## src/hdl/sra_pkg.sv

```systemverilog
`timescale 1ns / 1ps
// ============================================================================
// sra_pkg
// Shared types and constants of the signed radix-to-text converter: field
// widths, register indexes, reset values and the controller states.
// ============================================================================
package sra_pkg;

    localparam int VALUE_W   = 32;
    localparam int RADIX_W   = 5;
    localparam int DIGITS_W  = 64;
    localparam int CHAR_W    = 8;
    localparam int CFG_IDX_W = 2;

    localparam int MAX_RADIX_DEF  = 16;
    localparam int VALUE_BITS_DEF = 32;

    localparam logic [CFG_IDX_W-1:0] CFG_RADIX       = 2'd0;
    localparam logic [CFG_IDX_W-1:0] CFG_DIGITS_LOW  = 2'd1;
    localparam logic [CFG_IDX_W-1:0] CFG_DIGITS_HIGH = 2'd2;

    localparam logic [RADIX_W-1:0]  RADIX_RST       = 5'd10;
    localparam logic [DIGITS_W-1:0] DIGITS_LOW_RST  = 64'h3736_3534_3332_3130;
    localparam logic [DIGITS_W-1:0] DIGITS_HIGH_RST = 64'h0000_0000_0000_3938;

    localparam logic [CHAR_W-1:0] CHAR_NUL   = 8'h00;
    localparam logic [CHAR_W-1:0] CHAR_MINUS = 8'h2D;
    localparam logic [CHAR_W-1:0] CHAR_PLUS  = 8'h2B;

    typedef enum logic [1:0] {
        ST_IDLE,
        ST_CONV,
        ST_SIGN,
        ST_EMIT
    } state_t;

endpackage

```

## src/hdl/signed_radix_to_ascii.sv

```systemverilog
`timescale 1ns / 1ps
// ============================================================================
// signed_radix_to_ascii
// Converts a signed integer into its text in a configurable base, one
// character per output transfer, with a minus sign first for negative values.
// ============================================================================
// Usage: each input transfer on s_value carries one two's complement value.
// The block answers with a sign character when the value is negative and
// then the digit characters, most significant first; m_last_char marks the
// final character. If the base set by the configuration is invalid, the value
// produces no output at all. Registers are written through the cfg channel,
// which is always ready and should only be used while the block is idle.
// The magnitude enters a row of digit cells one bit per cycle, MSB first,
// while the base is checked in parallel, one digit character per cycle.
// The output phase then steps through the digit cells, most significant
// first, after a minus sign for a negative value. One item is in work at a
// time; s_ready is high only between items. The output register lets the
// next item start while the last character still waits. A stall on m_ready
// holds the character and pauses the digit shift, though leading zeros are
// still skipped. Reset restores the default decimal configuration and
// empties the output register.
// ============================================================================
module signed_radix_to_ascii #(
    parameter int MAX_RADIX  = sra_pkg::MAX_RADIX_DEF,
    parameter int VALUE_BITS = sra_pkg::VALUE_BITS_DEF
) (
    input  logic                                aclk,
    input  logic                                aresetn,

    input  logic                                s_valid,
    output logic                                s_ready,
    input  logic signed [sra_pkg::VALUE_W-1:0]  s_value,

    output logic                                m_valid,
    input  logic                                m_ready,
    output logic        [sra_pkg::CHAR_W-1:0]   m_char_out,
    output logic                                m_last_char,

    input  logic                                cfg_valid,
    output logic                                cfg_ready,
    input  logic        [sra_pkg::CFG_IDX_W-1:0] cfg_index,
    input  logic        [sra_pkg::DIGITS_W-1:0] cfg_data
);

    localparam int NDIG = VALUE_BITS + 1;
    localparam int DW   = $clog2(MAX_RADIX);
    localparam int CW   = $clog2(MAX_RADIX + 1);
    localparam int BCW  = $clog2(NDIG + 1);
    localparam int LVL  = $clog2(NDIG);
    localparam int RW   = sra_pkg::RADIX_W;
    localparam int CHW  = sra_pkg::CHAR_W;

    sra_pkg::state_t state_reg, state_next;

    logic [RW-1:0]                radix_reg;
    logic [sra_pkg::DIGITS_W-1:0] digits_low_reg, digits_high_reg;

    logic [VALUE_BITS:0] mag_reg, mag_next;
    logic [BCW-1:0]      bit_cnt_reg, bit_cnt_next;
    logic [BCW-1:0]      cnt_reg, cnt_next;
    logic [CW-1:0]       chk_idx_reg, chk_idx_next;
    logic                bad_reg, bad_next;
    logic                neg_reg, neg_next;
    logic                lead_reg, lead_next;
    logic [DW-1:0]       dig_reg  [0:NDIG-1];
    logic [DW-1:0]       dig_next [0:NDIG-1];
    logic [DW-1:0]       conv_dig [0:NDIG-1];

    logic            m_valid_reg, m_valid_next;
    logic [CHW-1:0]  m_char_reg, m_char_next;
    logic            m_last_reg, m_last_next;

    logic [CHW-1:0]  chars [0:MAX_RADIX-1];

    logic [VALUE_BITS-1:0] v_in;
    logic                  neg_in;
    logic [VALUE_BITS:0]   mag_in;
    logic                  in_xfer;
    logic                  out_free;
    logic                  conv_done;
    logic                  chk_done;
    logic                  chk_bad;
    logic [CHW-1:0]        chk_char;
    logic [RW-1:0]         chk_ext;
    logic [DW-1:0]         top_dig;
    logic                  skip_zero;

    logic [DW:0]      r_t;
    logic [DW:0]      sum_t;
    logic [NDIG-1:0]  gen_v, prp_v, cout_v;
    logic [NDIG-1:0]  gv [0:LVL];
    logic [NDIG-1:0]  pv [0:LVL];

    // Digit character table taken from the two configuration registers.
    for (genvar k = 0; k < MAX_RADIX; k++) begin : g_char
        if (k < 8) begin : g_low
            assign chars[k] = digits_low_reg[CHW*k +: CHW];
        end else begin : g_high
            assign chars[k] = digits_high_reg[CHW*(k-8) +: CHW];
        end
    end

    assign v_in   = s_value[VALUE_BITS-1:0];
    assign neg_in = v_in[VALUE_BITS-1];
    assign mag_in = neg_in ? ({1'b1, {VALUE_BITS{1'b0}}} - {1'b0, v_in}) : {1'b0, v_in};

    assign s_ready   = (state_reg == sra_pkg::ST_IDLE);
    assign in_xfer   = s_valid && s_ready;
    assign out_free  = !m_valid_reg || m_ready;
    assign cfg_ready = 1'b1;

    assign m_valid     = m_valid_reg;
    assign m_char_out  = m_char_reg;
    assign m_last_char = m_last_reg;

    assign conv_done = (bit_cnt_reg == '0);
    assign chk_done  = (chk_idx_reg == CW'(MAX_RADIX));
    assign chk_ext   = RW'(chk_idx_reg);
    assign chk_char  = chars[chk_idx_reg[DW-1:0]];
    assign top_dig   = dig_reg[NDIG-1];
    assign skip_zero = lead_reg && (top_dig == '0) && (cnt_reg != BCW'(1));
    assign r_t       = radix_reg[DW:0];

    // One check step: the character at chk_idx against the forbidden codes
    // and against every higher digit character in use.
    always_comb begin
        chk_bad = 1'b0;
        if (chk_ext < radix_reg) begin
            if (chk_char == sra_pkg::CHAR_NUL || chk_char == sra_pkg::CHAR_MINUS ||
                chk_char == sra_pkg::CHAR_PLUS) begin
                chk_bad = 1'b1;
            end
            for (int j = 0; j < MAX_RADIX; j++) begin
                if (RW'(j) > chk_ext && RW'(j) < radix_reg && chars[j] == chk_char) begin
                    chk_bad = 1'b1;
                end
            end
        end
    end

    // Doubling of the digit row plus the incoming bit, with the carries
    // resolved by a parallel prefix network.
    always_comb begin
        for (int k = 0; k < NDIG; k++) begin
            gen_v[k] = ({dig_reg[k], 1'b0} >= r_t);
            prp_v[k] = ({dig_reg[k], 1'b1} == r_t);
        end
        gv[0]    = gen_v;
        pv[0]    = prp_v;
        gv[0][0] = gen_v[0] | (prp_v[0] & mag_reg[VALUE_BITS]);
        pv[0][0] = 1'b0;
        for (int s = 0; s < LVL; s++) begin
            for (int k = 0; k < NDIG; k++) begin
                if (k >= (1 << s)) begin
                    gv[s+1][k] = gv[s][k] | (pv[s][k] & gv[s][k - (1 << s)]);
                    pv[s+1][k] = pv[s][k] & pv[s][k - (1 << s)];
                end else begin
                    gv[s+1][k] = gv[s][k];
                    pv[s+1][k] = pv[s][k];
                end
            end
        end
        cout_v = gv[LVL];
        for (int k = 0; k < NDIG; k++) begin
            sum_t       = {dig_reg[k], (k == 0) ? mag_reg[VALUE_BITS] : cout_v[(k == 0) ? 0 : k-1]};
            conv_dig[k] = DW'(sum_t - (cout_v[k] ? r_t : '0));
        end
    end

    always_comb begin
        state_next = state_reg;
        unique case (state_reg)
            sra_pkg::ST_IDLE: begin
                if (in_xfer) begin
                    state_next = sra_pkg::ST_CONV;
                end
            end
            sra_pkg::ST_CONV: begin
                if (conv_done && chk_done) begin
                    if (bad_reg) begin
                        state_next = sra_pkg::ST_IDLE;
                    end else if (neg_reg) begin
                        state_next = sra_pkg::ST_SIGN;
                    end else begin
                        state_next = sra_pkg::ST_EMIT;
                    end
                end
            end
            sra_pkg::ST_SIGN: begin
                if (out_free) begin
                    state_next = sra_pkg::ST_EMIT;
                end
            end
            sra_pkg::ST_EMIT: begin
                if (!skip_zero && out_free && cnt_reg == BCW'(1)) begin
                    state_next = sra_pkg::ST_IDLE;
                end
            end
            default: state_next = sra_pkg::ST_IDLE;
        endcase
    end

    always_comb begin
        mag_next     = mag_reg;
        bit_cnt_next = bit_cnt_reg;
        cnt_next     = cnt_reg;
        chk_idx_next = chk_idx_reg;
        bad_next     = bad_reg;
        neg_next     = neg_reg;
        lead_next    = lead_reg;
        dig_next     = dig_reg;
        m_valid_next = m_valid_reg && !m_ready;
        m_char_next  = m_char_reg;
        m_last_next  = m_last_reg;
        unique case (state_reg)
            sra_pkg::ST_IDLE: begin
                if (in_xfer) begin
                    mag_next     = mag_in;
                    neg_next     = neg_in;
                    bit_cnt_next = BCW'(NDIG);
                    chk_idx_next = '0;
                    bad_next     = (radix_reg < RW'(2)) || (radix_reg > RW'(MAX_RADIX));
                    for (int k = 0; k < NDIG; k++) begin
                        dig_next[k] = '0;
                    end
                end
            end
            sra_pkg::ST_CONV: begin
                if (!conv_done) begin
                    mag_next     = {mag_reg[VALUE_BITS-1:0], 1'b0};
                    bit_cnt_next = bit_cnt_reg - BCW'(1);
                    dig_next     = conv_dig;
                end
                if (!chk_done) begin
                    chk_idx_next = chk_idx_reg + CW'(1);
                    bad_next     = bad_reg | chk_bad;
                end
                cnt_next  = BCW'(NDIG);
                lead_next = 1'b1;
            end
            sra_pkg::ST_SIGN: begin
                if (out_free) begin
                    m_valid_next = 1'b1;
                    m_char_next  = sra_pkg::CHAR_MINUS;
                    m_last_next  = 1'b0;
                end
            end
            sra_pkg::ST_EMIT: begin
                if (skip_zero || out_free) begin
                    for (int k = NDIG - 1; k > 0; k--) begin
                        dig_next[k] = dig_reg[k-1];
                    end
                    dig_next[0] = '0;
                    cnt_next    = cnt_reg - BCW'(1);
                end
                if (!skip_zero && out_free) begin
                    m_valid_next = 1'b1;
                    m_char_next  = chars[top_dig];
                    m_last_next  = (cnt_reg == BCW'(1));
                    lead_next    = 1'b0;
                end
            end
            default: begin
                m_valid_next = 1'b0;
            end
        endcase
    end

    always_ff @(posedge aclk) begin
        if (!aresetn) begin
            state_reg       <= sra_pkg::ST_IDLE;
            m_valid_reg     <= 1'b0;
            radix_reg       <= sra_pkg::RADIX_RST;
            digits_low_reg  <= sra_pkg::DIGITS_LOW_RST;
            digits_high_reg <= sra_pkg::DIGITS_HIGH_RST;
            bit_cnt_reg     <= '0;
            chk_idx_reg     <= '0;
            cnt_reg         <= '0;
            lead_reg        <= 1'b0;
            bad_reg         <= 1'b0;
        end else begin
            state_reg   <= state_next;
            m_valid_reg <= m_valid_next;
            bit_cnt_reg <= bit_cnt_next;
            chk_idx_reg <= chk_idx_next;
            cnt_reg     <= cnt_next;
            lead_reg    <= lead_next;
            bad_reg     <= bad_next;
            if (cfg_valid && cfg_ready) begin
                case (cfg_index)
                    sra_pkg::CFG_RADIX:       radix_reg       <= cfg_data[RW-1:0];
                    sra_pkg::CFG_DIGITS_LOW:  digits_low_reg  <= cfg_data;
                    sra_pkg::CFG_DIGITS_HIGH: digits_high_reg <= cfg_data;
                    default: ;
                endcase
            end
        end
    end

    always_ff @(posedge aclk) begin
        mag_reg     <= mag_next;
        neg_reg     <= neg_next;
        dig_reg     <= dig_next;
        m_char_reg  <= m_char_next;
        m_last_reg  <= m_last_next;
    end

    // After every magnitude bit has entered the digit row, the shifter is empty.
    a_mag_drained: assert property (@(posedge aclk) disable iff (!aresetn)
        (state_reg == sra_pkg::ST_CONV && bit_cnt_reg == '0) |-> (mag_reg == '0))
        else $error("magnitude not fully shifted at end of conversion");

    // An accepted value always starts a conversion.
    a_start_conv: assert property (@(posedge aclk) disable iff (!aresetn)
        in_xfer |=> (state_reg == sra_pkg::ST_CONV))
        else $error("input transfer did not start a conversion");

    // The output phase never runs with its digit count used up.
    a_emit_cnt: assert property (@(posedge aclk) disable iff (!aresetn)
        (state_reg == sra_pkg::ST_EMIT) |-> (cnt_reg != '0))
        else $error("digit count exhausted during output");

    // The sign phase is only entered for negative values.
    a_sign_neg: assert property (@(posedge aclk) disable iff (!aresetn)
        (state_reg == sra_pkg::ST_SIGN) |-> neg_reg)
        else $error("minus sign for a non-negative value");

endmodule

```

## config.mk

```make
export PLATFORM = sky130hd
export DESIGN_NAME = signed_radix_to_ascii
export DESIGN_NICKNAME = d
export VERILOG_FILES = /design/src/hdl/sra_pkg.sv /design/src/hdl/signed_radix_to_ascii.sv
export SDC_FILE = /design/constraint.sdc
export NUM_CORES = 1
export LEC_CHECK = 0
export BUFFER_PORTS_ARGS = -buffer_cell sky130_fd_sc_hd__buf_2
export CORE_MARGIN = 8
export CORE_UTILIZATION = 45
export DETAILED_ROUTE_END_ITERATION = 10
export SETUP_SLACK_MARGIN = 0.5
export SYNTH_ARGS = -nofsm -noshare
export SYNTH_HDL_FRONTEND = slang
export SYNTH_SLANG_ARGS = --single-unit
```

## constraint.sdc

```tcl
create_clock -name aclk -period 19.28 [get_ports aclk]
set_input_delay 5.784 -clock aclk [delete_from_list [all_inputs] [get_ports aclk]]
set_output_delay 5.784 -clock aclk [all_outputs]
set_load 0.1 [all_outputs]
```

==> results of run 1 <==
## worst register-to-register path, cell delays in order (launching register included)
cell	delay, ns
dfxtp_2	0.31
buf_4	0.54
clkinv_1	0.59
buf_4	0.47
ha_1	0.41
a21o_1	0.18
a221o_1	0.36
o21ai_1	0.14
or4b_1	0.43
or4_1	0.74
inv_6	0.15
o21ai_2	0.10
clkinv_2	0.12
o21ai_4	0.10
a21oi_2	0.24
o21ai_0	0.23
a21o_1	0.27
nand2_1	0.13
ha_1	0.24
a21o_1	0.17
a21oi_1	0.18
xor2_1	0.32
nor2_1	0.11
a222oi_1	0.25
nand3_1	0.11
## logic make-up (layout without fill, tap and decap cells)
logic type	after synthesis	count (layout)	synth area share
simple gates	1049	1049	0.180
buf+inv	271	338	0.0408
flops	330	330	0.322
other cells	1	2	0.000145
fa+ha+maj	276	276	0.143
xor+xnor	258	258	0.0871
compound gates	587	587	0.147
mux	117	117	0.0803
## Yosys cell counts (6+ instances only)
cell type,count
nand2_1,447
dfxtp_1,155
a21o_1,72
a2111oi_0,6
nor2_1,277
inv_1,98
a21oi_1,184
a21boi_0,98
or3_1,15
mux4_2,73
a31oi_1,15
clkbuf_1,126
or4_1,8
and3_1,29
and2_1,24
o41ai_1,7
o311ai_0,6
o31ai_1,16
nor3_1,34
a211oi_1,11
or2_2,6
nor4_1,28
fa_1,33
buf_2,13
nand2b_1,22
ha_1,243
o21a_1,11
buf_1,21
o21bai_1,6
nand3_1,80
nor2b_1,27
edfxtp_1,175
nand4_1,29
xor2_1,127
mux2i_1,44
xnor2_1,131
o21ai_0,93
o211ai_1,10
## final timing paths
path	from	to	slack (ns)	cells past startpoint
setup / recovery	s_value[5]	mag_reg[29]	10.91	10
hold / removal	digits_low_reg[5]	digits_low_reg[5]	0.50	2
setup reg to reg	r_t[1]	dig_reg[35]	12.13	24
hold reg to reg	digits_low_reg[5]	digits_low_reg[5]	0.50	2
## metal layers
layer | wire, um | track usage | part of all wire
met2 | 36200 | 0.377 | 0.47
met3 | 4220 | 0.0286 | 0.055
met5 | 0 | 0 | 0
met1 | 34100 | 0.303 | 0.44
met4 | 2700 | 0.0848 | 0.035
## metrics by stage
| step | cell area (sq um) | utilization | hold WS (ns) | cells | worst slack (ns) |
|---|---|---|---|---|---|
| floorplan | 25900 | - | 0.451 | 2889 | 8.75 |
| global placement | 27200 | 0.474 | 0.479 | 3644 | 10.35 |
| detailed placement | 27200 | 0.474 | 0.490 | 3644 | 10.36 |
| CTS | 28600 | 0.498 | 0.498 | 3721 | 10.97 |
| global route | 28600 | 0.498 | 0.521 | 3721 | 10.79 |
| finish | 28600 | 0.498 | 0.500 | 3722 | 10.91 |
## power groups by stage
stage | sequential, mW | combinational, mW | clock, mW
after global routing | 1.31 | 2.51 | 0.824
after CTS | 1.28 | 2.21 | 0.801
after detailed placement | 1.29 | 2.19 | 0
final | 1.28 | 2.21 | 0.784
after floorplan | 1.23 | 1.72 | 0
after global placement | 1.29 | 2.10 | 0
## layout make-up
| cell class | count | area, sq um |
|---|---|---|
| fill | 5385 | 28800 |
| clock buffer | 61 | 1210 |
| inverter | 106 | 407 |
| sequential | 330 | 8370 |
| timing repair buffer | 155 | 883 |
| antenna | 1 | 2.50 |
| tap | 765 | 957 |
| clock inverter | 16 | 154 |
| multi-input combinational | 2288 | 16600 |
==> impl_results.md, run 1 <==
- Final min period: 8.37 ns
- Post-cts gate resize count: 0
- Final-stage net count: around 3,300
- Die outline area: 65,600 sq um
- Synth cell types: 80
- Buffers from clock root to sink, at most: 3
- Fmax: 0.120 GHz
- Slew at the pin with the worst max-slew slack: between 1 and 1.5 ns
- Synthesis-to-layout area growth: 10.1%
- Series of cell instances along the critical path: buf_2, or4_1, or4_1, or2_2, or3_1, nand2b_1, nand2b_1, o41ai_1, xor2_1, o21ai_0
- Proportion of synthesized flip-flops having asynchronous set or reset: 0
- Data required time of the worst path: 19.59 ns
- Category of the critical setup timing path: primary input to flop
- WL per Instance: 20.8 um
- Fraction of layout cells with a size suffix above 1: 0.116
- Largest fanout on the critical path: 4
- Post-CTS setup buffer count: 0
- CTS sink cnt: 330
- Number of buffers and inverters on the critical path: 1
- Final sum of negative setup slack: 0 ns
- CP Capture Type: flop
- Gate power share: 0.517
- Wire length of the first global-routing pass: 122,000 um
- Leading register cell type out of synthesis: edfxtp_1
- Post-detailed-route count of antenna-violating nets: 0
- Hold_buf cts: 0
- Iteration-0 DRC Markers: 1,529
- Synth Net Count: approximately 3,300
- IO Port Bufs: 113
- Insertion delay of the later-clocked pin in the worst-skew pair: 0.59 ns
- Cell types occupying the most area after synthesis: edfxtp_1, dfxtp_1, ha_1, nand2_1, mux4_2
- Number of antenna violations at the first check in global routing: 1
- Drt pass-1 iters: 5
- Total overflow reported by the global router: 0
- Fin. max-slew vios: 0
- Total count of hold-check failures in the final report: 0
- Total number of placement rows: 88
- Die Height: 256 um
- Horizontal extent of the die: 256 um
- Num ports: 115
- Power density over the cells: 150 nW/um^2
- Number of buffers added by the clock tree synthesis step: 42
- Syn_area_per_cell: 8.98 sq um
- Final HPWL from detailed placement: 53,100 um
- Crit path max-delay cell type: or4_1
- Clock tree from TritonCTS: yes
- Warnings from Yosys: 0
- Global-route usage over all layers: 0.228
- Total internal power: approximately 2.4 mW
- Kind of launch point of the worst setup path: primary input
- Kind of cell with the highest combined delay on the critical path: simple AND/OR/NAND/NOR gates
- Flip-flop and latch count after synthesis: 330
- Final worst path period share: 0.434
- H-tree lvl count: 2
- Post-synth design cell area: approximately 26,000 sq um
- Leakage dissipation: 11.5 nW
- Gp weighted congestion: slightly below 1
- Via-to-Cell Ratio: 5.85
- Clock network power share: 0.184
- Max FFs per register: 128
- Post-synthesis instance total: 2,889
- Core ar.: about 57,000 sq um
- Via count of the first global-routing pass: 22,000
- Sequential share of power: 0.299
- Clock root cell: clkbuf_16
- Run status: complete, no violations
- Commonest non-fill, non-tap cell in the layout: nand2_1
- Top-area cell type share of the netlist area: 0.203
- Pin count of the biggest net entering global routing: 90
- Post-synth top area cell: edfxtp_1
- Finish-stage setup viols: 0
- Worst min-delay path class: flop to flop
- DRC Markers: 0
- Delay of the slowest critical-path stage: ~0.58 ns
- Fin Clk Skew: 0.0247 ns
- Clock input transition at the sequential cells of the worst setup and hold paths: about 0.06 ns
- Leading cell types in the layout, fill and taps excluded: nand2_1, nor2_1, ha_1
- Sw power: between 1.5 and 2 mW
- Via count: 21,800
- Total of max-cap violations: 0
- Post-synth EDFFs: ~180
- Arrival time of data at the critical path endpoint: just under 9 ns
- Total Routed Length: 77,300 um
- Headroom to the max-slew limit: 0.187
- Setup repair after global routing missed its margin: no
- Sequential share of the synthesized area: 0.322
- Initial Utilization: 0.452
- Max rail drop VDD: 0.0000916 V
- Sw frac: 0.427
- Total power of the final layout: ~4.3 mW
No activity file was read; power rests on OpenSTA's default activity.
==> inputs of run 2 (changes only) <==
--- a/config.mk
+++ b/config.mk
@@ -5,6 +5,7 @@
 export SDC_FILE = /design/constraint.sdc
 export NUM_CORES = 1
 export LEC_CHECK = 0
+export ABC_AREA = 1
 export BUFFER_PORTS_ARGS = -buffer_cell sky130_fd_sc_hd__buf_2
 export CORE_MARGIN = 8
 export CORE_UTILIZATION = 45
==> constraint.sdc (replaced) <==
create_clock -name aclk -period 8.3 [get_ports aclk]
set_input_delay 2.49 -clock aclk [delete_from_list [all_inputs] [get_ports aclk]]
set_output_delay 2.49 -clock aclk [all_outputs]
set_load 0.1 [all_outputs]
==> impl_results.md, run 2 <==
- Fin. max-slew vios: 0 (unchanged)
- Cell depth of the worst hold path: 2 (unchanged)
- Leading cell types in the layout, fill and taps excluded: nand2_1, inv_1, o21ai_0
- Sequential share of the synthesized area: 0.297 (-0.0255)
- Fillcell total: 6,370 (+18%)
- Final HPWL from detailed placement: 71,300 um (+34%)
- Setup repair after global routing missed its margin: no
- Area after DPL: 29,100 sq um (+7.1%)
- Reg2reg setup slack: 2.77 ns (-9.36 ns)
- Number of buffers added by the clock tree synthesis step: 42 (unchanged)
- Synthesis-to-layout area growth: 8.23%
- Sw frac: 0.468 (+0.0404)
- Post-synth top cells: nand2_1, inv_1, o21ai_0
- Via count of the first global-routing pass: 26,600 (+21%)
- Final Core Density: 0.493 (-0.00464)
- Sw power: 4.52 mW (+150%)
- Buffers from clock root to sink, at most: 3 (unchanged)
- Grt peak-use layer: met2
- Headroom to the max-slew limit: 0.175 (-0.0118)
- Number of cells in the finished layout apart from fillers: 4,857 (+30%)
- Leakage dissipation: 13.6 nW (+17%)
- M3 GR Usage: 0.0433 (+0.0147)
- Gp weighted congestion: 1.00 (+3.9%)
- Synth cell types: 64 (-20%)
- H-tree lvl count: 2 (unchanged)
- Top-count cell post-synth: nand2_1
- Core ar.: 61,800 sq um (+7.8%)
- Number of antenna violations at the first check in global routing: 3 (+2)
- Arrival time of data at the critical path endpoint: 5.87 ns (-2.81 ns)
- Flip-flop and latch count after synthesis: 330 (unchanged)
- Drt pass-1 iters: 7 (+2)
- Post-synthesis instance total: 3,990 (+38%)
- CTS sink cnt: 330 (unchanged)
- Fmax: 0.181 GHz
- Fin Clk Skew: 0.0163 ns (-0.00835 ns)
- Clock network power share: 0.193 (+0.009)
- Post-synth design cell area: 28,200 sq um (+8.6%)
- Worst Hold Endpoint: cnt_reg[3]
- Power density over the cells: 317 nW/um^2 (+110%)
- Insertion delay of the later-clocked pin in the worst-skew pair: 0.60 ns (about the same)
- Hold_buf cts: 0 (unchanged)
- Initial Utilization: 0.456 (+0.00351)
- Met1 Use GR: 0.372 (+0.0685)
- Kind of launch point of the worst setup path: flop
- Warnings from Yosys: 0 (unchanged)
- Total power of the final layout: 9.66 mW (+130%)
- Final-stage net count: 4,368 (+32%)
- Global-route usage over all layers: 0.285 (+0.0568)
- Die Height: 266 um (+4.0%)
- Gate power share: 0.518 (about the same)
- Post-detailed-route count of antenna-violating nets: 0 (unchanged)
- Worst R2R Start: r_t[1]
- Wire length of the first global-routing pass: 159,000 um (+30%)
- Placed Cells: 4,782 (+31%)
- Post-cts gate resize count: 0 (unchanged)
- Cell types occupying the most area after synthesis: edfxtp_1, nand2_1, dfxtp_1, ha_1, o21ai_0
- Setup WS pre-CTS: 2.85 ns (-7.51 ns)
- Iteration-0 DRC Markers: 2,962 (+94%)
- Post-route cell area: 30,500 sq um (+6.8%)
- Via count: 28,000 (+28%)
- Post-synth top area cell: edfxtp_1
- Reg2reg path depth: 21 (-13%)
- Run status: complete, no violations
- Hold Slack: 0.483 ns (-0.0178 ns)
- Synth Net Count: 4,369 (+34%)
- Total of max-cap violations: 0 (unchanged)
- Final sum of negative setup slack: 0 ns (unchanged)
- Critical R2R Capture: dig_reg[10]
- IO Port Bufs: 113 (unchanged)
- Commonest non-fill, non-tap cell in the layout: nand2_1
- Die outline area: 70,900 sq um (+8.1%)
- Minimum setup slack in the final design: 2.77 ns (-8.14 ns)
- Max FFs per register: 128 (unchanged)
- Total count of hold-check failures in the final report: 0 (unchanged)
- Sequential share of power: 0.289 (-0.010)
- Max rail drop VDD: 0.000174 V (+90%)
- Category of the critical setup timing path: flop to flop
- Post-CTS setup buffer count: 0 (unchanged)
- Final worst path period share: 0.666
- Total number of placement rows: 91 (+3.4%)
- Total internal power: 5.14 mW (+110%)
- Syn_area_per_cell: 7.06 sq um (-21%)
- Post-synth EDFFs: 175 (unchanged)
- Met2 usage in global routing: 0.457 (+0.0797)
- Final min period: 5.53 ns
- Leading register cell type out of synthesis: edfxtp_1
- Largest fanout on the critical path: 33 (+29)
- Proportion of synthesized flip-flops having asynchronous set or reset: 0 (unchanged)
- CP Capture Type: flop
- Horizontal extent of the die: 266 um (+4.0%)
- Clock root cell: clkbuf_16
- WL per Instance: 21.4 um (+3.0%)
- Finish-stage setup viols: 0 (unchanged)
- Num ports: 115 (unchanged)
- Clock input transition at the sequential cells of the worst setup and hold paths: 0.06 ns (about the same)
- Slew at the pin with the worst max-slew slack: 1.21 ns (+0.00179 ns)
- Via-to-Cell Ratio: 5.76 (-1.6%)
- Clock tree from TritonCTS: yes
- Worst min-delay path class: flop to flop
- Fraction of layout cells with a size suffix above 1: 0.0774 (-0.0383)
- Data required time of the worst path: 8.64 ns (-10.95 ns)
- Total overflow reported by the global router: 0 (unchanged)
- DRC Markers: 0 (unchanged)
- Top-area cell type share of the netlist area: 0.186 (-0.0161)
- Total Routed Length: 104,000 um (+34%)
- Launch point of the worst hold path: cnt_reg[3]
- Antenna diode instance count: 0 (-1)
- Pin count of the biggest net entering global routing: 76 (-16%)
run 2: power by group through the flow:
stage | combinational, mW | sequential, mW | clock [mW]
finish | 5.01 | 2.79 | 1.87
global route | 5.63 | 2.85 | 1.96
CTS | 4.94 | 2.79 | 1.90
detailed placement | 4.91 | 2.81 | 0
global placement | 4.85 | 2.82 | 0
floorplan | 3.65 | 2.67 | 0
run 2: kinds of logic after synthesis:
family | after synthesis | share of synthesized area
buffers and inverters | 624 | 0.0920
AOI/OAI and AO/OA | 876 | 0.174
xor gates and xnor gates | 116 | 0.0361
other | 1 | 0.000133
and+or+nand+nor | 1767 | 0.270
DFF | 330 | 0.297
adders and majority gates | 276 | 0.131
run 2: final cells by class:
type	count	area [sq um]	area share
Multi-Input combinational cell	3036	17300	0.566
Sequential cell	330	8370	0.274
Clock buffer	58	1210	0.0398
Timing Repair Buffer	147	823	0.0270
Inverter	432	1640	0.0537
Tap cell	837	1050	0.0343
Clock inverter	17	150	0.00492
run 2: worst max-delay path by stage:
| stage | startpoint | to | slack, ns |
|---|---|---|---|
| 2_1_floorplan | m_ready | dig_reg[100] | 2.37 |
| 3_3_place_gp | r_t[1] | dig_reg[58] | 2.97 |
| 4_1_cts | r_t[1] | dig_reg[14] | 2.82 |
| 5_1_grt | r_t[1] | dig_reg[14] | 2.43 |
| 3_5_place_dp | r_t[1] | dig_reg[14] | 2.85 |
| 6_report | r_t[1] | dig_reg[10] | 2.77 |
run 2: worst max-delay path, stage by stage (launching register included):
cell	delay [ns]
dfxtp_2	1.01
inv_2	0.38
ha_1	0.31
a21o_1	0.18
a221oi_1	0.24
nand3_1	0.37
nand2_1	0.15
nand2_1	0.24
nand2_1	0.13
nand2_1	0.16
nand2_1	0.10
nand2_1	0.19
nand2_1	0.12
nand2_1	0.15
nand2_1	0.10
nand2_1	0.19
inv_1	0.13
ha_1	0.16
inv_1	0.06
fa_1	0.37
or2_2	0.30
a32o_1	0.22
run 2: per-layer routing:
metal | vias to the layer above | part of all wire | wire (um)
li1 | 13400 | - | -
met1 | 12900 | 0.42 | 43200
met2 | 1283 | 0.44 | 46200
met3 | 316 | 0.084 | 8760
met4 | 2 | 0.055 | 5690
met5 | - | 0.00055 | 57
